<file path="src/mtsadpcm_pkg.sv">
// Shared types, constants and lookup tables for the mono-to-stereo IMA ADPCM packer.
// No dependencies; imported by the encoder, the top level and the checker.
`timescale 1ns / 1ps

package mtsadpcm_pkg;

  typedef logic signed [15:0] pcm_t;
  typedef logic [6:0]         step_idx_t;
  typedef logic [14:0]        step_t;
  typedef logic [3:0]         code_t;
  typedef logic [7:0]         pkt_len_t;

  localparam int unsigned STEP_IDX_MAX_I = 88;
  localparam step_idx_t   STEP_IDX_MAX   = 7'(STEP_IDX_MAX_I);
  localparam pcm_t        PCM_MAX        = 16'sh7FFF;
  localparam pcm_t        PCM_MIN        = -16'sh8000;

  // Register map: word index taken from paddr[2]
  localparam logic        REG_PACKET_LENGTH = 1'b0;
  localparam pkt_len_t    PKT_LEN_RST       = 8'd240;

  localparam step_t STEP_TBL [0:STEP_IDX_MAX_I] = '{
    15'd7,     15'd8,     15'd9,     15'd10,    15'd11,    15'd12,    15'd13,    15'd14,
    15'd16,    15'd17,    15'd19,    15'd21,    15'd23,    15'd25,    15'd28,    15'd31,
    15'd34,    15'd37,    15'd41,    15'd45,    15'd50,    15'd55,    15'd60,    15'd66,
    15'd73,    15'd80,    15'd88,    15'd97,    15'd107,   15'd118,   15'd130,   15'd143,
    15'd157,   15'd173,   15'd190,   15'd209,   15'd230,   15'd253,   15'd279,   15'd307,
    15'd337,   15'd371,   15'd408,   15'd449,   15'd494,   15'd544,   15'd598,   15'd658,
    15'd724,   15'd796,   15'd876,   15'd963,   15'd1060,  15'd1166,  15'd1282,  15'd1411,
    15'd1552,  15'd1707,  15'd1878,  15'd2066,  15'd2272,  15'd2499,  15'd2749,  15'd3024,
    15'd3327,  15'd3660,  15'd4026,  15'd4428,  15'd4871,  15'd5358,  15'd5894,  15'd6484,
    15'd7132,  15'd7845,  15'd8630,  15'd9493,  15'd10442, 15'd11487, 15'd12635, 15'd13899,
    15'd15289, 15'd16818, 15'd18500, 15'd20350, 15'd22385, 15'd24623, 15'd27086, 15'd29794,
    15'd32767
  };

  // Index is held in 0..88; anything above reads the top entry.
  function automatic step_t step_lookup(input step_idx_t idx);
    step_t res;
    if (idx > STEP_IDX_MAX) begin
      res = STEP_TBL[STEP_IDX_MAX_I];
    end else begin
      res = STEP_TBL[idx];
    end
    return res;
  endfunction

  // Index adjust by magnitude bits of the code (sign bit ignored)
  function automatic logic signed [7:0] idx_adjust(input logic [2:0] mag);
    logic signed [7:0] res;
    unique case (mag)
      3'd4:    res = 8'sd2;
      3'd5:    res = 8'sd4;
      3'd6:    res = 8'sd6;
      3'd7:    res = 8'sd8;
      default: res = -8'sd1;
    endcase
    return res;
  endfunction

endpackage

</file>
<file path="src/mtsadpcm_enc.sv">
// One IMA ADPCM channel encoder: predictor and step index registers plus the
// combinational quantize/update path. Depends on mtsadpcm_pkg.
`timescale 1ns / 1ps

module mtsadpcm_enc import mtsadpcm_pkg::*; (
  input  logic  clk,
  input  logic  rst_n,
  input  logic  en,       // commit state update for this sample
  input  pcm_t  sample,
  output code_t code
);

  pcm_t      pred_r, pred_nxt;
  step_idx_t idx_r,  idx_nxt;

  step_t              step;
  logic signed [16:0] diff;
  logic        [16:0] mag0, mag1, mag2;
  logic        [15:0] dq0, dq1, dq2, dq3;
  logic               neg, b2, b1, b0;
  logic signed [17:0] pred_sum;
  logic signed [7:0]  idx_sum;

  always_comb begin
    step = step_lookup(idx_r);
    diff = 17'(sample) - 17'(pred_r);
    neg  = diff[16];
    mag0 = neg ? 17'(-diff) : 17'(diff);
    dq0  = 16'(step >> 3);

    b2   = mag0 >= 17'(step);
    mag1 = b2 ? (mag0 - 17'(step)) : mag0;
    dq1  = b2 ? (dq0 + 16'(step)) : dq0;

    b1   = mag1 >= 17'(step >> 1);
    mag2 = b1 ? (mag1 - 17'(step >> 1)) : mag1;
    dq2  = b1 ? (dq1 + 16'(step >> 1)) : dq1;

    b0   = mag2 >= 17'(step >> 2);
    dq3  = b0 ? (dq2 + 16'(step >> 2)) : dq2;

    code = {neg, b2, b1, b0};

    pred_sum = neg ? (18'(pred_r) - 18'(dq3)) : (18'(pred_r) + 18'(dq3));
    priority if (pred_sum > 18'(PCM_MAX)) begin
      pred_nxt = PCM_MAX;
    end else if (pred_sum < 18'(PCM_MIN)) begin
      pred_nxt = PCM_MIN;
    end else begin
      pred_nxt = pcm_t'(pred_sum[15:0]);
    end

    idx_sum = $signed({1'b0, idx_r}) + idx_adjust(code[2:0]);
    priority if (idx_sum < 8'sd0) begin
      idx_nxt = '0;
    end else if (idx_sum > $signed({1'b0, STEP_IDX_MAX})) begin
      idx_nxt = STEP_IDX_MAX;
    end else begin
      idx_nxt = idx_sum[6:0];
    end
  end

  always_ff @(posedge clk) begin
    if (!rst_n) begin
      pred_r <= '0;
      idx_r  <= '0;
    end else if (en) begin
      pred_r <= pred_nxt;
      idx_r  <= idx_nxt;
    end
  end

endmodule

</file>
<file path="src/mono_to_stereo_ima_adpcm_packer.sv">
// Mono-to-stereo IMA ADPCM packer: top level with input register, two channel
// encoders, packet counter, output register and APB register. Uses mtsadpcm_pkg, mtsadpcm_enc.
`timescale 1ns / 1ps

// Each transfer on the in_ channel carries one signed 16-bit mono PCM sample.
// The sample is fed to two independent IMA ADPCM encoders (left and right),
// and one byte comes out per sample on the out_ channel: right code in bits
// 7:4, left code in bits 3:0. out_last_in_packet marks the byte that
// completes each packet of packet_length bytes (register at byte address 0,
// reset 240; a value of 0 acts like 1; writing it leaves the count and the
// encoders alone, and a length lowered below the running count closes the
// packet on the next byte). Throughput is one sample per clock while the
// output is not stalled: a sample is captured in the input register, and as it
// moves on both encoders quantize it against their predictor/step-index
// registers and update them while the packed byte is loaded into the output
// register, which drives out_valid. The encoder state loop is a combinational
// path through the predictor/step-index registers, which is what sustains
// that rate. in_stall is raised only when both registers are full and the
// output is stalled.
// Configuration is written over the APB port (pready tied high); prdata
// returns packet_length for paddr[2] = 0 and zero otherwise.

module mono_to_stereo_ima_adpcm_packer import mtsadpcm_pkg::*; (
  input  logic        clk,
  input  logic        rst_n,
  // sample input
  input  logic        in_valid,
  output logic        in_stall,
  input  pcm_t        in_mono_sample,
  // packed output
  output logic        out_valid,
  input  logic        out_stall,
  output logic [7:0]  out_packed_byte,
  output logic        out_last_in_packet,
  // APB register port
  input  logic        psel,
  input  logic        penable,
  input  logic        pwrite,
  input  logic [2:0]  paddr,
  input  logic [31:0] pwdata,
  output logic [31:0] prdata,
  output logic        pready
);

  // config register
  pkt_len_t pkt_len_r;
  logic     cfg_wr;

  // input stage
  logic     s1_vld_r, s1_vld_nxt;
  pcm_t     s1_sample_r;
  logic     in_xfer;
  logic     adv;          // s1 moves into the output register

  // output stage
  logic       out_vld_r, out_vld_nxt;
  logic [7:0] out_byte_r;
  logic       out_last_r;

  // packet counter
  pkt_len_t   cnt_r, cnt_nxt;
  pkt_len_t   len_eff;
  logic [8:0] cnt_inc;
  logic       last_nxt;

  code_t code_l, code_r;

  // --- APB ---
  assign pready = 1'b1;
  assign cfg_wr = psel && penable && pwrite && pready && (paddr[2] == REG_PACKET_LENGTH);
  assign prdata = (paddr[2] == REG_PACKET_LENGTH) ? {24'd0, pkt_len_r} : 32'd0;

  always_ff @(posedge clk) begin
    if (!rst_n) begin
      pkt_len_r <= PKT_LEN_RST;
    end else if (cfg_wr) begin
      pkt_len_r <= pwdata[7:0];
    end
  end

  // --- handshake ---
  // Output register frees up when empty or being taken this cycle.
  assign adv        = s1_vld_r && (!out_vld_r || !out_stall);
  assign in_stall   = s1_vld_r && !adv;
  assign in_xfer    = in_valid && !in_stall;
  assign s1_vld_nxt = in_xfer || (s1_vld_r && !adv);
  assign out_vld_nxt = adv || (out_vld_r && out_stall);

  always_ff @(posedge clk) begin
    if (!rst_n) begin
      s1_vld_r  <= 1'b0;
      out_vld_r <= 1'b0;
    end else begin
      s1_vld_r  <= s1_vld_nxt;
      out_vld_r <= out_vld_nxt;
    end
  end

  always_ff @(posedge clk) begin
    if (in_xfer) begin
      s1_sample_r <= in_mono_sample;
    end
  end

  // --- encoders: both see the same sample, state kept per channel ---
  mtsadpcm_enc u_enc_l (
    .clk    (clk),
    .rst_n  (rst_n),
    .en     (adv),
    .sample (s1_sample_r),
    .code   (code_l)
  );

  mtsadpcm_enc u_enc_r (
    .clk    (clk),
    .rst_n  (rst_n),
    .en     (adv),
    .sample (s1_sample_r),
    .code   (code_r)
  );

  // --- packet counter ---
  always_comb begin
    len_eff = (pkt_len_r == '0) ? 8'd1 : pkt_len_r;
    cnt_inc = 9'(cnt_r) + 9'd1;
    // >= so that a length lowered mid-packet closes it right away
    last_nxt = cnt_inc >= 9'(len_eff);
    cnt_nxt  = last_nxt ? '0 : cnt_inc[7:0];
  end

  always_ff @(posedge clk) begin
    if (!rst_n) begin
      cnt_r <= '0;
    end else if (adv) begin
      cnt_r <= cnt_nxt;
    end
  end

  // --- output register ---
  always_ff @(posedge clk) begin
    if (adv) begin
      out_byte_r <= {code_r, code_l};
      out_last_r <= last_nxt;
    end
  end

  assign out_valid          = out_vld_r;
  assign out_packed_byte    = out_byte_r;
  assign out_last_in_packet = out_last_r;

endmodule

</file>
<file path="config.mk">
export PLATFORM = sky130hd
export DESIGN_NAME = mono_to_stereo_ima_adpcm_packer
export DESIGN_NICKNAME = d
export VERILOG_FILES = /design/src/mtsadpcm_pkg.sv /design/src/mtsadpcm_enc.sv /design/src/mono_to_stereo_ima_adpcm_packer.sv
export SDC_FILE = /design/constraint.sdc
export NUM_CORES = 1
export LEC_CHECK = 0
export ABC_AREA = 1
export ABC_CLOCK_PERIOD_IN_PS = 14000
export BUFFER_PORTS_ARGS = -buffer_cell sky130_fd_sc_hd__buf_2
export CELL_PAD_IN_SITES_DETAIL_PLACEMENT = 1
export CELL_PAD_IN_SITES_GLOBAL_PLACEMENT = 1
export CORE_ASPECT_RATIO = 2
export CORE_UTILIZATION = 46
export CTS_BUF_LIST = sky130_fd_sc_hd__clkbuf_4 sky130_fd_sc_hd__clkbuf_8
export CTS_CLUSTER_DIAMETER = 80
export DETAILED_ROUTE_END_ITERATION = 10
export PLACE_DENSITY_LB_ADDON = 0.1
export SETUP_SLACK_MARGIN = 0.05
export SLEW_MARGIN = 20
export SYNTH_ARGS = -nofsm -noshare
export SYNTH_HDL_FRONTEND = slang
export SYNTH_HIERARCHICAL = 1
export SYNTH_SLANG_ARGS = --single-unit
</file>
<file path="constraint.sdc">
create_clock -name clk -period 14 [get_ports clk]
set_clock_uncertainty 0.15 [all_clocks]
set_input_delay 1.4 -clock clk [delete_from_list [all_inputs] [get_ports clk]]
set_output_delay 1.4 -clock clk [all_outputs]
set_load 0.01 [all_outputs]
</file>
==> key figures <==
Outcome
  • Status: finished, final reports clean

Yosys
  • Average cell area after synthesis: 6.23 um^2
  • Synth Instances: 3,416
  • Mapped cell area: about 21,000 um^2
  • Sequential cell area fraction in the yosys report: 0.0955
  • Ys async rst share: 0
  • Top FF cell, synth: dfxtp_1
  • Number of synthesized flops with an enable pin: 25
  • Number of synthesized register bits: 89
  • Post-synthesis cell type count: 74
  • Yosys warns: 6

Floorplanning
  • Die X: 154 um
  • Initial core utilization: 0.466
  • Row cnt: 111
  • Die H: 306 um
  • Number of I/O pins: between 100 and 150
  • Die Area: 47,200 um^2
  • Core footprint: roughly 46,000 um^2

GRT
  • Largest net degree at the start of global routing: 81
  • First-pass GRT wire length: 132,000 um
  • Vias in the first global route: 25,900
  • Initial antenna violation count: 2
  • GRT Overall Usage: 0.360
  • GRT Residual Overflow: 0

STA
  • FMAX: 74.8 MHz
  • Worst hold slack: 352 ps
  • Fin. Hold Viols: 0
  • Endpoints failing setup: 0
  • Tmin final: 13,380 ps
  • Worst slew pin tran: 1000 ps
  • Setup tns final: 0 ps
  • Max-slew violations: 0
  • Fin crit share: 0.956
  • Post-route setup slack: 623 ps
  • Slew HR: 0.329

Critical path
  • Crit path kind: reg -> reg
  • Worst Path Arrival: 13,510 ps
  • Worst path slowest cell: o31ai_1
  • Critical path fanouts, max: 8
  • Worst Setup Start Kind: flip-flop
  • Most frequent CP cell: nand2_1
  • Delay of the slowest cell on the worst path: 430 ps
  • Critical Path RT: 14,130 ps
  • CP endpoint kind: flip-flop

Route
  • Drt drc: 0
  • Routed len/inst: 20.6 um
  • Routed Wire Length: 85,900 um
  • Antenna-violating nets left: 0
  • Vias per cell: approximately 5.8
  • DR vias: ~24,000
  • DRT Pass-1 Iters: 5
  • DR iter-0 viols: around 850

Final layout
  • Fillers: between 6,000 and 7,000
  • Fin nets: 3,959
  • Design Area, Final: 23,600 um^2
  • Share of layout cells above drive strength 1: 0.137
  • Area grow syn2layout: 11.2%

CTS
  • Sink Count: between 80 and 90
  • CTS buffer count: 9
  • TritonCTS clock tree: built
  • CTS max path bufs: 2
  • Clock-pin slew on the worst setup and hold paths: 110 ps
  • Quantity of hold-fixing buffers added after cts: 0
  • Root buffer cell: clkbuf_8
  • Worst-Skew Late Latency: 420 ps
  • H-tree Lvls: 3

Place
  • Port bufs: 50
  • Area after DPL: approximately 23,000 um^2
  • Gpl congestion: 0.967
  • Place WS: 465 ps
  • DPL Wire Length: 72,300 um

Worst hold path
  • Min-Delay Path Class: reg -> reg

Run
  • Max_cap viols: 0
critical path, delay by kind of cell (launching register included):
family	cells	cell delay, ps
AOI/OAI and AO/OA	27	4470
DFF	1	370
adders and majority gates	6	1830
and+or+nand+nor	38	4560
xor gates and xnor gates	3	510
buffers and inverters	13	1320
logic make-up after synthesis:
family | share of synthesized area
buf+inv | 0.124
xor+xnor | 0.0909
simple gates | 0.301
fa+ha+maj | 0.184
compound gates | 0.204
other cells | 0.000353
flops | 0.0955
metal layers:
metal  wire length, um  vias up  global-route usage
li1                  -    11600                   -
met1             26300    11600               0.283
met2             46800      560               0.720
met3              2560      351              0.0425
met4             10300        2               0.378
met5                12        -                   0
stage by stage:
stage           util  cells
2_1_floorplan      -   3439
3_3_place_gp   0.507   4137
3_5_place_dp   0.507   4137
4_1_cts        0.512   4153
5_1_grt        0.518   4168
6_report       0.518   4168
synthesized netlist by cell type (all sizes together) (8+ instances only):
| library cell | n | share of area |
|---|---|---|
| a211oi | 9 | 0.0032 |
| a21o | 12 | 0.0042 |
| a21oi | 271 | 0.065 |
| a31oi | 50 | 0.021 |
| and2 | 9 | 0.0026 |
| buf | 70 | 0.023 |
| clkbuf | 44 | 0.0078 |
| dfxtp | 64 | 0.060 |
| edfxtp | 25 | 0.035 |
| fa | 16 | 0.015 |
| ha | 288 | 0.17 |
| inv | 520 | 0.092 |
| nand2 | 833 | 0.15 |
| nand3 | 191 | 0.054 |
| nand3b | 12 | 0.0050 |
| nand4 | 41 | 0.013 |
| nor2 | 282 | 0.055 |
| nor3 | 38 | 0.0094 |
| nor4 | 10 | 0.0032 |
| o211ai | 21 | 0.0074 |
| o21ai | 277 | 0.068 |
| o21bai | 29 | 0.010 |
| o221ai | 8 | 0.0033 |
| o31ai | 17 | 0.0060 |
| or2 | 11 | 0.0032 |
| xnor2 | 65 | 0.028 |
| xor2 | 148 | 0.063 |
layout by cell type (no fill, tap or decap), types with 8 or more instances in the layout:
cell type | Yosys | final
nand3_1 | 163 | 163
buf_2 | 15 | 50
a31oi_2 | 20 | 20
ha_1 | 288 | 288
inv_2 | 26 | 25
nand4_1 | 38 | 38
o21bai_1 | 29 | 28
a21o_1 | 12 | 12
o21ai_1 | 24 | 30
nand3_4 | 8 | 9
nand3_2 | 20 | 19
or2_2 | 10 | 10
nor2_1 | 257 | 256
nor2_2 | 18 | 19
clkbuf_8 | 0 | 9
a21oi_1 | 266 | 262
a31oi_1 | 29 | 29
dfxtp_1 | 64 | 64
fa_1 | 16 | 15
o21ai_2 | 16 | 20
nand3b_1 | 10 | 10
buf_4 | 33 | 204
edfxtp_1 | 25 | 25
nor3_1 | 36 | 35
and2_1 | 8 | 8
nor4_1 | 9 | 8
o31ai_1 | 17 | 17
xor2_1 | 143 | 141
xnor2_1 | 61 | 61
conb_1 | 2 | 25
o221ai_1 | 8 | 8
o211ai_1 | 21 | 21
nand2_2 | 39 | 42
inv_1 | 494 | 491
nand2_1 | 790 | 786
o21ai_0 | 237 | 227
repair_timing:
action | in CTS | in global routing
setup buffers | 0 | 14
endpoints found under the setup margin | 0 | 32
gates resized for setup | 0 | 45
flip-flops by register name, indices dropped and copies added (netlist names):
name                count
s1_sample_r            16
u_enc_l/pred_r         16
u_enc_r/pred_r         16
cnt_r                   8
out_packed_byte         8
pkt_len_r               8
u_enc_l/idx_r           7
u_enc_r/idx_r           7
out_last_in_packet      1
out_valid               1
s1_vld_r                1
final cells by class:
type | instances | area (um^2) | area share
inverters | 527 | 1990 | 0.0841
well taps | 565 | 707 | 0.0299
clock buffers | 9 | 124 | 0.00524
clock inverters | 7 | 100 | 0.00423
diodes | 1 | 2.50 | 0.000106
multi-input cells | 2709 | 16800 | 0.710
flip-flops and latches | 89 | 2030 | 0.0859
repair buffers | 261 | 1900 | 0.0802
path summary, 6_finish.rpt:
check | from | to | slack, ps | cells past startpoint
max | s1_sample_r[0] | u_enc_l/pred_r[1] | 620 | 87
min | s1_vld_r | out_valid | 350 | 2
max reg2reg | s1_sample_r[0] | u_enc_l/pred_r[1] | 620 | 87
min reg2reg | s1_vld_r | out_valid | 350 | 2
Power is not shown: default switching activity piles up to over one toggle a cycle in this logic, so the estimate is an artifact.
